<file path="src/rtl/ffha_pkg.sv">
package ffha_pkg;

   localparam int MAX_BLOCKS   = 64;
   localparam int IDX_W        = $clog2(MAX_BLOCKS);
   localparam int CNT_W        = $clog2(MAX_BLOCKS + 1);
   localparam int HEADER_BYTES = 32;
   localparam int ARENA_BYTES  = 65536;

   localparam logic [2:0] STATUS_OK         = 3'd0;
   localparam logic [2:0] STATUS_ZERO_SIZE  = 3'd1;
   localparam logic [2:0] STATUS_NO_MEMORY  = 3'd2;
   localparam logic [2:0] STATUS_NOT_FOUND  = 3'd3;
   localparam logic [2:0] STATUS_TABLE_FULL = 3'd4;

   localparam logic CMD_ALLOC = 1'b0;
   localparam logic CMD_FREE  = 1'b1;

   typedef struct packed {
      logic        command;
      logic [16:0] request_bytes;
      logic [15:0] free_address;
   } req_type;

   typedef struct packed {
      logic [15:0] address;
      logic [2:0]  status;
      logic [16:0] granted_bytes;
   } rsp_type;

   typedef struct packed {
      logic [16:0] start;
      logic [16:0] size;
      logic        free;
   } cell_type;

   typedef enum logic [1:0] {
      SHIFT_NONE   = 2'd0,
      SHIFT_INSERT = 2'd1,
      SHIFT_REMOVE = 2'd2
   } shift_type;

   typedef struct packed {
      shift_type        shift;
      logic [IDX_W-1:0] shift_pos;
      cell_type         ins_data;
      logic             wr_en;
      logic [IDX_W-1:0] wr_pos;
      cell_type         wr_data;
   } cell_cmd_type;

endpackage

</file>
<file path="src/rtl/ffha_cell.sv">
module ffha_cell (
   input  logic                      clock,
   input  logic [ffha_pkg::IDX_W-1:0] index,
   input  logic [ffha_pkg::CNT_W-1:0] count,
   input  ffha_pkg::cell_cmd_type    cmd,
   input  ffha_pkg::cell_type        left,
   input  ffha_pkg::cell_type        right,
   input  logic [16:0]               need_bytes,
   input  logic [15:0]               free_address,
   output ffha_pkg::cell_type        data,
   output logic                      fit,
   output logic                      hit
);
   import ffha_pkg::*;

   cell_type data_ff;
   cell_type data_in;
   logic     valid;
   logic [17:0] payload;

   always_comb begin
      data_in = data_ff;
      case (cmd.shift)
         SHIFT_INSERT: begin
            if (index > cmd.shift_pos) data_in = left;
            else if (index == cmd.shift_pos) data_in = cmd.ins_data;
         end
         SHIFT_REMOVE: begin
            if (index >= cmd.shift_pos) data_in = right;
         end
         default: ;
      endcase
      if (cmd.wr_en && index == cmd.wr_pos) data_in = cmd.wr_data;
   end

   always_ff @(posedge clock) begin
      data_ff <= data_in;
   end

   assign valid   = {1'b0, index} < count;
   assign payload = {1'b0, data_ff.start} + 18'(HEADER_BYTES);
   assign fit     = valid && data_ff.free && (data_ff.size >= need_bytes);
   assign hit     = valid && (payload == {2'b00, free_address});
   assign data    = data_ff;

endmodule
</file>
<file path="config.mk">
export PLATFORM = sky130hd
export DESIGN_NAME = ffha_cell
export DESIGN_NICKNAME = d
export VERILOG_FILES = /design/src/rtl/ffha_pkg.sv /design/src/rtl/ffha_cell.sv
export SDC_FILE = /design/constraint.sdc
export NUM_CORES = 1
export LEC_CHECK = 0
export BUFFER_PORTS_ARGS = -buffer_cell sky130_fd_sc_hd__buf_4
export CORE_ASPECT_RATIO = 0.9
export CORE_MARGIN = 2
export CORE_UTILIZATION = 38
export CTS_CLUSTER_DIAMETER = 60
export CTS_CLUSTER_SIZE = 20
export DETAILED_ROUTE_END_ITERATION = 8
export PLACE_DENSITY = 0.89
export SYNTH_ARGS = -nofsm -noshare
export SYNTH_HDL_FRONTEND = slang
export SYNTH_SLANG_ARGS = --single-unit
export TNS_END_PERCENT = 30
</file>
<file path="constraint.sdc">
create_clock -name clock -period 4 [get_ports clock]
set_input_delay 0.4 -clock clock [delete_from_list [all_inputs] [get_ports clock]]
set_output_delay 0.4 -clock clock [all_outputs]
set_load 0.01 [all_outputs]
</file>
# Word-level counts from Yosys, hierarchy flattened
# Index checks and enable logic that the tools add are counted.
# totals
register_bits	35
inputBits	202
out_inout_bits	37
wordCells	26
# classes
add_sub_neg	1
n_lt_le_gt_ge	4
n_eq_ne	7
n_mux	5
n_reduce_logical	6
# ops
cell	n
$mux W35	4
$pmux W35 S2	1
$add A17 B6 Y18 const B	1
$eq A18 B16 Y1	1
$ge A17 B17 Y1	1
$eq A6 B6 Y1	2
$lt A6 B7 Y1	1
$ge A6 B6 Y1	1
$gt A6 B6 Y1	1
$logic_and A1 B1 Y1	4
$ne A4 B4 Y1 const B	1
$ne A3 B3 Y1 const B	1
$reduce_and A3 Y1	1
$reduce_bool A3 Y1	1
$eq A2 B1 Y1 const B	1
$eq A2 B2 Y1 const B	1

# Logic depth before layout (Yosys ltp)
# Gate-level depths: netlist (run 1).
# depth
word_depth	5
ltp_mapped	10
depth_no_buf	8

# Worst setup path before layout (run 1)
# Ideal clock, no wire load.
# synth_path
path_kind	input -> register
from	in index[0] in the netlist's numbering
to	reg data_ff (netlist bit data[0]) (enable)
setup_time_ns	0.476
arrival_time_ns	3.584
required_time_ns	3.524
slack_ns	-0.059
stages	6
path_buffers	0
cell_sequence	inv_1 -> ha_1 -> nand2b_1 -> a21oi_1 -> o31a_1 -> o21ai_0
# synth_between
elab_chain_cells	4
word_cells_on_any_way	9
classes_between	2 x order compare; 4 x eq/ne; 3 x reduce/logical
# synth_rtl
element	line_no	text
start: declaration	ffha_cell.sv:3	input logic [ffha_pkg::IDX_W-1:0] index,
parallel branches: the longest is 3 deep, another holds $gt A6 B6 Y1	n/a	
$reduce_and A3 Y1 (no line) *	n/a	
end signal: assignment	ffha_cell.sv:37	data_ff <= data_in;
end: declaration	ffha_cell.sv:16	cell_type data_ff;
# Every way passes the cells marked *.
# A chain may end at the register's enable or synchronous reset.

# Worst setup path after layout (run 1)
# layout_path
from	reg data_ff (netlist bit data[2])
to	out fit
# layout_between
elab_chain_cells	2
# layout_rtl
element	line_no	text
$ge A17 B17 Y1	ffha_cell.sv:42	assign fit = valid && data_ff.free && (data_ff.size >= need_bytes);
$logic_and A1 B1 Y1	ffha_cell.sv:42	
end: declaration	ffha_cell.sv:11	output logic fit,
# Every way passes these cells.

==> results of run 1 <==
==> stage by stage <==
step | hold slack [ps] | cell area (um2) | utilization
after floorplan | 661 | 3410 | -
after global placement | 769 | 5280 | 0.610
after detailed placement | 772 | 5280 | 0.610
after CTS | 472 | 5360 | 0.619
after global routing | 486 | 5360 | 0.619
final | 483 | 5360 | 0.619
==> kinds of logic (layout without fill, tap and decap cells) <==
logic type      Yosys count  in the layout
compound gates          110            110
xor+xnor                 27             27
fa+ha+maj                29             29
buf+inv                  52            278
flops                    35             35
mux                      37             37
simple gates            119            119
==> power by group through the flow <==
stage / Clock (uW) / Combinational (uW) / Sequential, uW
floorplan: 0 / 282 / 553
global placement: 0 / 599 / 535
detailed placement: 0 / 623 / 538
CTS: 253 / 627 / 530
global route: 265 / 683 / 537
finish: 245 / 626 / 531
==> worst min-delay path by stage <==
stage | start | endpoint | slack (ps) | depth (start not counted)
floorplan | cmd[75] | data[33] | 660 | 2
global placement | cmd[13] | data[13] | 770 | 3
detailed placement | cmd[13] | data[13] | 770 | 3
CTS | cmd[13] | data[13] | 470 | 3
global route | cmd[70] | data[28] | 490 | 3
finish | cmd[11] | data[11] | 480 | 3
==> critical path, cell delays in order, from the launching register on <==
cell,delay [ps]
edfxtp_1,400
ha_1,300
nor2b_1,130
o21bai_1,130
a31oi_1,110
a2111oi_0,550
o221ai_1,330
and3_1,260
buf_4,140
==> per-layer routing <==
| metal | vias to the layer above | part of all wire |
|---|---|---|
| met5 | - | 0 |
| met4 | 0 | 0.014 |
| met3 | 16 | 0.074 |
| met2 | 204 | 0.54 |
| met1 | 1786 | 0.38 |
| li1 | 1907 | - |
==> area by class of cell <==
type                    count  area, um2  area share
multi-input cells         322       2160       0.403
repair buffers            241       1810       0.338
flip-flops and latches     35       1050       0.196
well taps                 119        149      0.0278
inverters                  29        109      0.0203
clock buffers               6       72.6      0.0135
clock inverters             2       7.51     0.00140
==> synthesized netlist by cell type (6+ instances only) <==
cell type  number  share of area
buf_2           7          0.010
edfxtp_1       35           0.31
xnor2_1        17          0.044
nand3_1         6         0.0088
xor2_1         10          0.026
nand4_1         7          0.013
ha_1           29           0.11
mux2i_1        37           0.11
nand2_1        45          0.050
clkbuf_1       12          0.013
a21oi_1        44          0.065
nor2_1         40          0.044
o21ai_0        41          0.060
inv_1          29          0.032
==> results.yml, run 1 <==
status:
  status: "finished clean"
finish:
  antennaDiodeCount: 0
  final_common_cell: "buf_4"
  fill_cells: 749
  largest_reg_flops: 35
  layout_common_cells: "buf_4, nand2_1, a21oi_1, nor2_1, o21ai_0"
  drive_above_1_share: 0.394
  area_growth_pct: 57.0
  stdcell_count: 754
  finalNetCount: 865
timing:
  rsz0062_at_grt: "no"
  fin_crit_ps: 3020
  setup_viol: 0
  fmax_mhz: 331
  maxSlewViolCount: 0
  worst_slack_ps: 976
  finalCritPeriodShare: 0.756
  relSlewSlack: 0.237
  tightestPinTransition_ps: 1140
  hold_viol: 0
  fin_tns_setup_ps: 0
synthesis:
  synth_edf_count: 35
  synth_compound_area_frac: 0.183
  ys_seq_area_frac: 0.308
  synthSimpleGateAreaFrac: 0.157
  syn_area_per_cell_um2: 8.34
  ys.flop_type: "edfxtp_1"
  synth_top_family_by_area: "compound AO/OA/AOI/OAI gates"
  synth_cells: 409
  synth_cell_type_count: 43
  synthAdderAreaFrac: 0.106
  synth.ff_latch_count: 35
  synth_nets: 640
  synthXorXnorAreaFrac: 0.0693
  yosysWarningCount: 0
  syn_area_mm2: 0.00341
  synthMuxAreaShare: 0.109
  synthArstFlopShare: 0
routing:
  routed_wl_mm: 12.0
  first_pass_iters: 7
  drtIter0Drc: 145
  ant_nets: 0
  drc: 0
  viasPerCell: 5.19
  vias: 3913
  post_drt_wl_per_cell_um: 15.9
pwr:
  netSwitchingFraction: 0.329
  p_per_area_mw_per_mm2: 262
  leakage_uw: 0.00259
  seqPwrFrac: 0.378
  p_switching_uw: 461
  p_comb_frac: 0.447
  power_uw: 1400
  p_int_uw: 941
  p_clk_frac: 0.175
  vdd_drop_max_mv: 0.142
setup_path:
  critPathKind: "reg -> out"
  startpoint: "data[2]"
  crit_path_end: "fit"
  end_kind: "output pin"
  cp-start-kind: "register"
  worst_ep_arrival_time_ps: 2620
  worstPathMaxFanout: 2
  cp_data_required_time_ps: 3600
global_routing:
  grtUsageMet2: 0.458
  grt_max_degree: 73
  grt-busiest-layer: "met2"
  met3_usage: 0.0499
  grt_first_pass_wirelength_mm: 18.1
  grt_pass1_vias: 3866
  antenna_found_initial: 0
  grt_overflow: 0
  grt_util_met1: 0.256
  grtUsageTotal: 0.234
floorplanning:
  die_w_um: 104
  row_count: 32
  start_util: 0.395
  die_y_um: 93.9
  core_area_mm2: 0.00865
  io_pins: 239
  die_area_mm2: 0.00975
place:
  pre_cts_slack_ps: 1050
  dp.cells: 746
  io_buffers: 238
  dp_hpwl_mm: 9.83
  gp_congestion: 0.961
clock_network:
  cts_buffer_depth: 2
  htree_levels: 2
  cts.repair.resized: 0
  cts_buffers: 5
  cts_sinks: 35
  cts_tree: "done"
  holdBufCountCts: 0
  clk_pin_slew_worst_paths_ps: 70
  cts_setup_buffers: 0
  cts_root_buf: "clkbuf_8"
hold_path:
  hold_path_class: "in -> reg"
job:
  cap_violations: 0
(Power assumes the default switching activity.)
==> run 2: changes to the inputs <==
--- a/config.mk
+++ b/config.mk
@@ -8,11 +8,11 @@
 export BUFFER_PORTS_ARGS = -buffer_cell sky130_fd_sc_hd__buf_4
 export CORE_ASPECT_RATIO = 0.9
 export CORE_MARGIN = 2
-export CORE_UTILIZATION = 38
+export CORE_UTILIZATION = 42
 export CTS_CLUSTER_DIAMETER = 60
 export CTS_CLUSTER_SIZE = 20
 export DETAILED_ROUTE_END_ITERATION = 8
-export PLACE_DENSITY = 0.89
+export PLACE_DENSITY = 0.93
 export SYNTH_ARGS = -nofsm -noshare
 export SYNTH_HDL_FRONTEND = slang
 export SYNTH_SLANG_ARGS = --single-unit
==> constraint.sdc (replaced) <==
create_clock -name clock -period 2.9 [get_ports clock]
set_input_delay 0.29 -clock clock [delete_from_list [all_inputs] [get_ports clock]]
set_output_delay 0.29 -clock clock [all_outputs]
set_load 0.01 [all_outputs]
==> results.yml, run 2 (synthesized netlist as in run 1, its figures left out) <==
pwr:
  netSwitchingFraction: 0.330
  p_int_uw: 1300
  seqPwrFrac: 0.381
  leakage_uw: 0.00259
  p_per_area_mw_per_mm2: 363
  p_switching_uw: 641
  vdd_drop_max_mv: 0.227
  p_clk_frac: 0.178
  p_comb_frac: 0.440
timing:
  tightestPinTransition_ps: 1090
  fmax_mhz: 375
  setup_viol: 0
  hold_viol: 0
  rsz0062_at_grt: "no"
  maxSlewViolCount: 0
  fin_crit_ps: 2660
  finalCritPeriodShare: 0.918
  fin_tns_setup_ps: 0
  relSlewSlack: 0.268
setup_path:
  cp-start-kind: "register"
  cpMostUsedCell: "nand4_1"
  max_stage_delay_ps: 410
  worstPathCellList: "ha_2, nand4_1, nor2_1, xor2_1, mux2i_1, nand4_1, nor4b_1, buf_4"
  cp_data_required_time_ps: 2610
  path_delay_family: "simple AND/OR/NAND/NOR gates"
  critPathKind: "reg -> out"
  critPathSlowestCell: "edfxtp_1"
  end_kind: "output pin"
  cp_num_cells: 8
  worstPathMaxFanout: 9
  critPathBufInv: 1
  worst_ep_arrival_time_ps: 2370
hold_path:
  min_to: "data[19]"
  hold_depth: 3
  hp-start: "cmd[19]"
  hold_path_class: "in -> reg"
clock_network:
  cts_sinks: 35
  cts_buffers: 5
  cts_buffer_depth: 2
  htree_levels: 2
  cts_root_buf: "clkbuf_8"
  cts_tree: "done"
  clk_pin_slew_worst_paths_ps: 70
routing:
  viasPerCell: 5.41
  routed_wl_mm: 11.6
  drc: 0
  ant_nets: 0
  vias: 3979
  first_pass_iters: 6
  drtIter0Drc: 231
  post_drt_wl_per_cell_um: 15.8
floorplanning:
  die_w_um: 99.0
  die_area_mm2: 0.00886
  io_pins: 239
  row_count: 31
  start_util: 0.429
  core_area_mm2: 0.00795
  die_y_um: 89.5
global_routing:
  grt_max_degree: 39
  antenna_found_initial: 0
  grtUsageTotal: 0.251
  grt_pass1_vias: 3797
  grt_overflow: 0
  grt_first_pass_wirelength_mm: 17.5
job:
  cap_violations: 0
finish:
  final_common_cell: "buf_4"
  area_growth_pct: 56.9
  utilization: 0.673
  antennaDiodeCount: 0
  finalNetCount: 867
  fill_cells: 601
  layout_common_cells: "buf_4, nand2_1, a21oi_1, nor2_1, o21ai_0"
  largest_reg_flops: 35
  drive_above_1_share: 0.400
place:
  gp_congestion: 0.943
  dp_hpwl_mm: 9.60
  io_buffers: 238
status:
  status: "finished clean"
[run 2: cell types whose count changed in the layout (fill, tap and decap cells not counted)]
cell,previous run,this run
clkinvlp_4,0,1
ha_1,29,28
ha_2,0,1
buf_4,241,243
clkinv_1,2,0
clkinv_2,0,1
[run 2: layout make-up]
| type | count | area (um2) | share of cell area |
|---|---|---|---|
| Clock inverter | 2 | 12.5 | 0.00234 |
| Multi-Input combinational cell | 322 | 2160 | 0.404 |
| Sequential cell | 35 | 1050 | 0.196 |
| Timing Repair Buffer | 243 | 1820 | 0.341 |
| Tap cell | 99 | 124 | 0.0231 |
| Inverter | 29 | 109 | 0.0203 |
| Clock buffer | 6 | 72.6 | 0.0136 |
[run 2: worst min-delay path: stages]
cell and delay (ps):
buf_4 70, o21ai_0 70, a21oi_1 110
[run 2: stage by stage]
step                instances  instance area [um2]  hold WS [ps]  worst slack [ps]  power, uW
finish                    736                 5350           373               237       1940
global route              736                 5350           364              95.0       2070
CTS                       736                 5350           364               207       1940
detailed placement        728                 5270           662               397       1600
global placement          728                 5270           659               464       1560
floorplan                 409                 3420           551               541       1150
[run 2: worst max path at each step]
stage,slack [ps],start,end
2_1_floorplan,540,index[0],data[0]
5_1_grt,90,data[23],hit
4_1_cts,210,data[23],hit
3_5_place_dp,400,index[0],data[17]
3_3_place_gp,460,index[0],data[15]
6_report,240,data[23],hit
[run 2: power groups by stage]
| stage | sequential (uW) | combinational, uW | clock, uW |
|---|---|---|---|
| 2_1_floorplan | 761 | 390 | 0 |
| 3_3_place_gp | 744 | 815 | 0 |
| 3_5_place_dp | 749 | 851 | 0 |
| 4_1_cts | 738 | 854 | 348 |
| 5_1_grt | 751 | 935 | 381 |
| 6_report | 741 | 856 | 346 |
[run 2: timing repair]
item / 4_1_cts / 5_1_grt
setup buffers: 0 / 0
hold buffers: 0 / 0
gates resized for setup: 0 / 1
endpoints found under the setup margin: 0 / 1
[run 2: routing by layer]
metal  track usage  part of all wire
met5             0                 0
met2         0.468              0.52
met1         0.286              0.36
met3        0.0571             0.093
met4        0.0884             0.027
==> run 3: changes to the inputs <==
--- a/config.mk
+++ b/config.mk
@@ -5,14 +5,15 @@
 export SDC_FILE = /design/constraint.sdc
 export NUM_CORES = 1
 export LEC_CHECK = 0
+export ABC_AREA = 1
 export BUFFER_PORTS_ARGS = -buffer_cell sky130_fd_sc_hd__buf_4
 export CORE_ASPECT_RATIO = 0.9
 export CORE_MARGIN = 2
-export CORE_UTILIZATION = 42
+export CORE_UTILIZATION = 41
 export CTS_CLUSTER_DIAMETER = 60
 export CTS_CLUSTER_SIZE = 20
 export DETAILED_ROUTE_END_ITERATION = 8
-export PLACE_DENSITY = 0.93
+export PLACE_DENSITY = 0.9
 export SYNTH_ARGS = -nofsm -noshare
 export SYNTH_HDL_FRONTEND = slang
 export SYNTH_SLANG_ARGS = --single-unit
==> constraint.sdc (replaced) <==
create_clock -name clock -period 2.4 [get_ports clock]
set_input_delay 0.12 -clock clock [delete_from_list [all_inputs] [get_ports clock]]
set_output_delay 0.12 -clock clock [all_outputs]
set_load 0.01 [all_outputs]
==> results.yml, run 3 <==
pwr:
  power_uw: 2660
  p_per_area_mw_per_mm2: 431
  vdd_drop_max_mv: 0.272
  leakage_uw: 0.00358
routing:
  post_drt_wl_per_cell_um: 13.2
  routed_wl_mm: 13.8
  ant_nets: 0
  first_pass_iters: 5
  vias: 5006
  drtIter0Drc: 314
  viasPerCell: 4.81
  drc: 0
floorplanning:
  die_w_um: 109
  die_y_um: 98.9
  core_area_mm2: 0.00970
  io_pins: 239
  start_util: 0.423
  die_area_mm2: 0.0108
  row_count: 34
finish:
  layout_common_cells: "buf_4, inv_1, nor2_1, nand2_1, nand3_1"
  fin_area_mm2: 0.00616
  fill_cells: 911
  antennaDiodeCount: 0
  drive_above_1_share: 0.296
  largest_reg_flops: 35
  final_common_cell: "buf_4"
  area_growth_pct: 50.1
  finalNetCount: 1145
hold_path:
  hp-start: "cmd[0]"
  hold_depth: 3
  hold_path_class: "in -> reg"
  min_to: "data[0]"
timing:
  finalCritPeriodShare: 0.913
  timing.hold.ws_ps: 153
  relSlewSlack: 0.641
  maxSlewViolCount: 0
  tightestPinTransition_ps: 536
  setup_viol: 0
  fin_tns_setup_ps: 0
  fmax_mhz: 456
  fin_crit_ps: 2190
  rsz0062_at_grt: "no"
  hold_viol: 0
  worst_slack_ps: 209
synthesis:
  synth_cells: 681
  ys.flop_type: "edfxtp_1"
  synth_cell_type_count: 27
  synth.ff_latch_count: 35
  synth_commonest_cells: "inv_1, nor2_1, nand2_1"
  synth_edf_count: 35
  yosysWarningCount: 0
  synth_top_area_share: 0.256
  synth_nets: 912
  syn_area_mm2: 0.00410
  post-synth-top-area-cell: "edfxtp_1"
  synth_top_family_by_area: "simple AND/OR/NAND/NOR gates"
  synthXorXnorAreaFrac: 0.0213
  synthMuxAreaShare: 0
  synth.area.top_cells: "edfxtp_1, inv_1, nor2_1"
  synth_compound_area_frac: 0.0771
  synthSimpleGateAreaFrac: 0.372
  synthArstFlopShare: 0
  syn_area_per_cell_um2: 6.03
  synthAdderAreaFrac: 0.0884
  yosysMostFrequentCell: "inv_1"
  ys_seq_area_frac: 0.256
global_routing:
  grt_pass1_vias: 4701
  grt_first_pass_wirelength_mm: 21.5
  grt_overflow: 0
  grt_max_degree: 46
  grtUsageTotal: 0.249
  antenna_found_initial: 0
clock_network:
  cts_sinks: 35
  clk_pin_slew_worst_paths_ps: 90
  htree_levels: 2
  cts_buffer_depth: 2
  cts_root_buf: "clkbuf_8"
  cts_tree: "done"
  cts_buffers: 5
status:
  status: "finished clean"
place:
  placed_area_mm2: 0.00604
  io_buffers: 238
  gp_congestion: 0.872
  dp_hpwl_mm: 11.0
  pre_cts_slack_ps: 396
setup_path:
  worstPathMaxFanout: 6
  cp-start-kind: "register"
  worst_ep_arrival_time_ps: 2070
  end_kind: "output pin"
  cp_data_required_time_ps: 2280
  critPathKind: "reg -> out"
job:
  cap_violations: 0
run 3: changes by cell type in the layout (fill, tap and decap cells not counted), sizes merged, moves of 34 or more:
cell | previous run | this run
nor2 | 40 | 134
nand2 | 45 | 114
o21ai | 41 | 7
nand3 | 6 | 89
inv | 29 | 171
mux2i | 37 | 0
run 3: area by class of cell:
class / count / area (um2) / share of cell area
clock buffers: 5 / 68.8 / 0.0112
multi-input cells: 453 / 2310 / 0.375
clock inverters: 3 / 43.8 / 0.00711
inverters: 171 / 642 / 0.104
flip-flops and latches: 35 / 1050 / 0.171
well taps: 126 / 158 / 0.0256
repair buffers: 248 / 1890 / 0.306
run 3: worst max-delay path by stage:
stage / start / endpoint / slack (ps) / depth (start not counted)
4_1_cts: data[23] / hit / 70 / 10
3_5_place_dp: data[23] / hit / 400 / 10
5_1_grt: data[23] / hit / 70 / 11
3_3_place_gp: data[23] / hit / 460 / 10
6_report: data[23] / hit / 210 / 10
2_1_floorplan: cmd[82] / data[0] / 190 / 9
run 3: stage by stage:
stage                     utilization  cells
after floorplan                     -    681
after global placement          0.623   1032
after detailed placement        0.623   1032
after CTS                       0.634   1040
after global routing            0.635   1041
final                           0.635   1041
run 3: worst max-delay path, stage by stage (launching register included):
cell	delay [ps]
edfxtp_1	410
ha_1	290
inv_1	120
nor2_2	230
nand2_1	100
nand3_1	90
nand3_1	80
nor2_1	130
nand4_1	110
nor2_1	100
buf_4	130
run 3: report_power, final:
part | internal [uW] | switching [uW]
Clock | 310 | 241
Combinational | 601 | 608
Sequential | 810 | 88.7
Total | 1720 | 938
run 3: cell families (layout without fill, tap and decap cells):
logic type,count (synthesis),after routing
xor gates and xnor gates,10,10
DFF,35,35
buffers and inverters,193,427
AOI/OAI and AO/OA,58,58
adders and majority gates,29,29
and+or+nand+nor,356,356
run 3: what timing repair did:
item,4_1_cts,5_1_grt
setup endpoints to repair,0,1
endpoints found under the hold margin,0,0
buffers inserted,0,1
hold buffers,0,0
gates resized for setup,0,1
run 3: routing by layer:
| metal | global-route usage | wire, um | part of all wire | up-vias |
|---|---|---|---|---|
| met5 | 0 | 0 | 0 | - |
| met4 | 0.0818 | 333 | 0.024 | 0 |
| met3 | 0.0542 | 1300 | 0.094 | 24 |
| met2 | 0.440 | 6680 | 0.48 | 246 |
| met1 | 0.297 | 5470 | 0.40 | 2169 |
| li1 | - | - | - | 2567 |
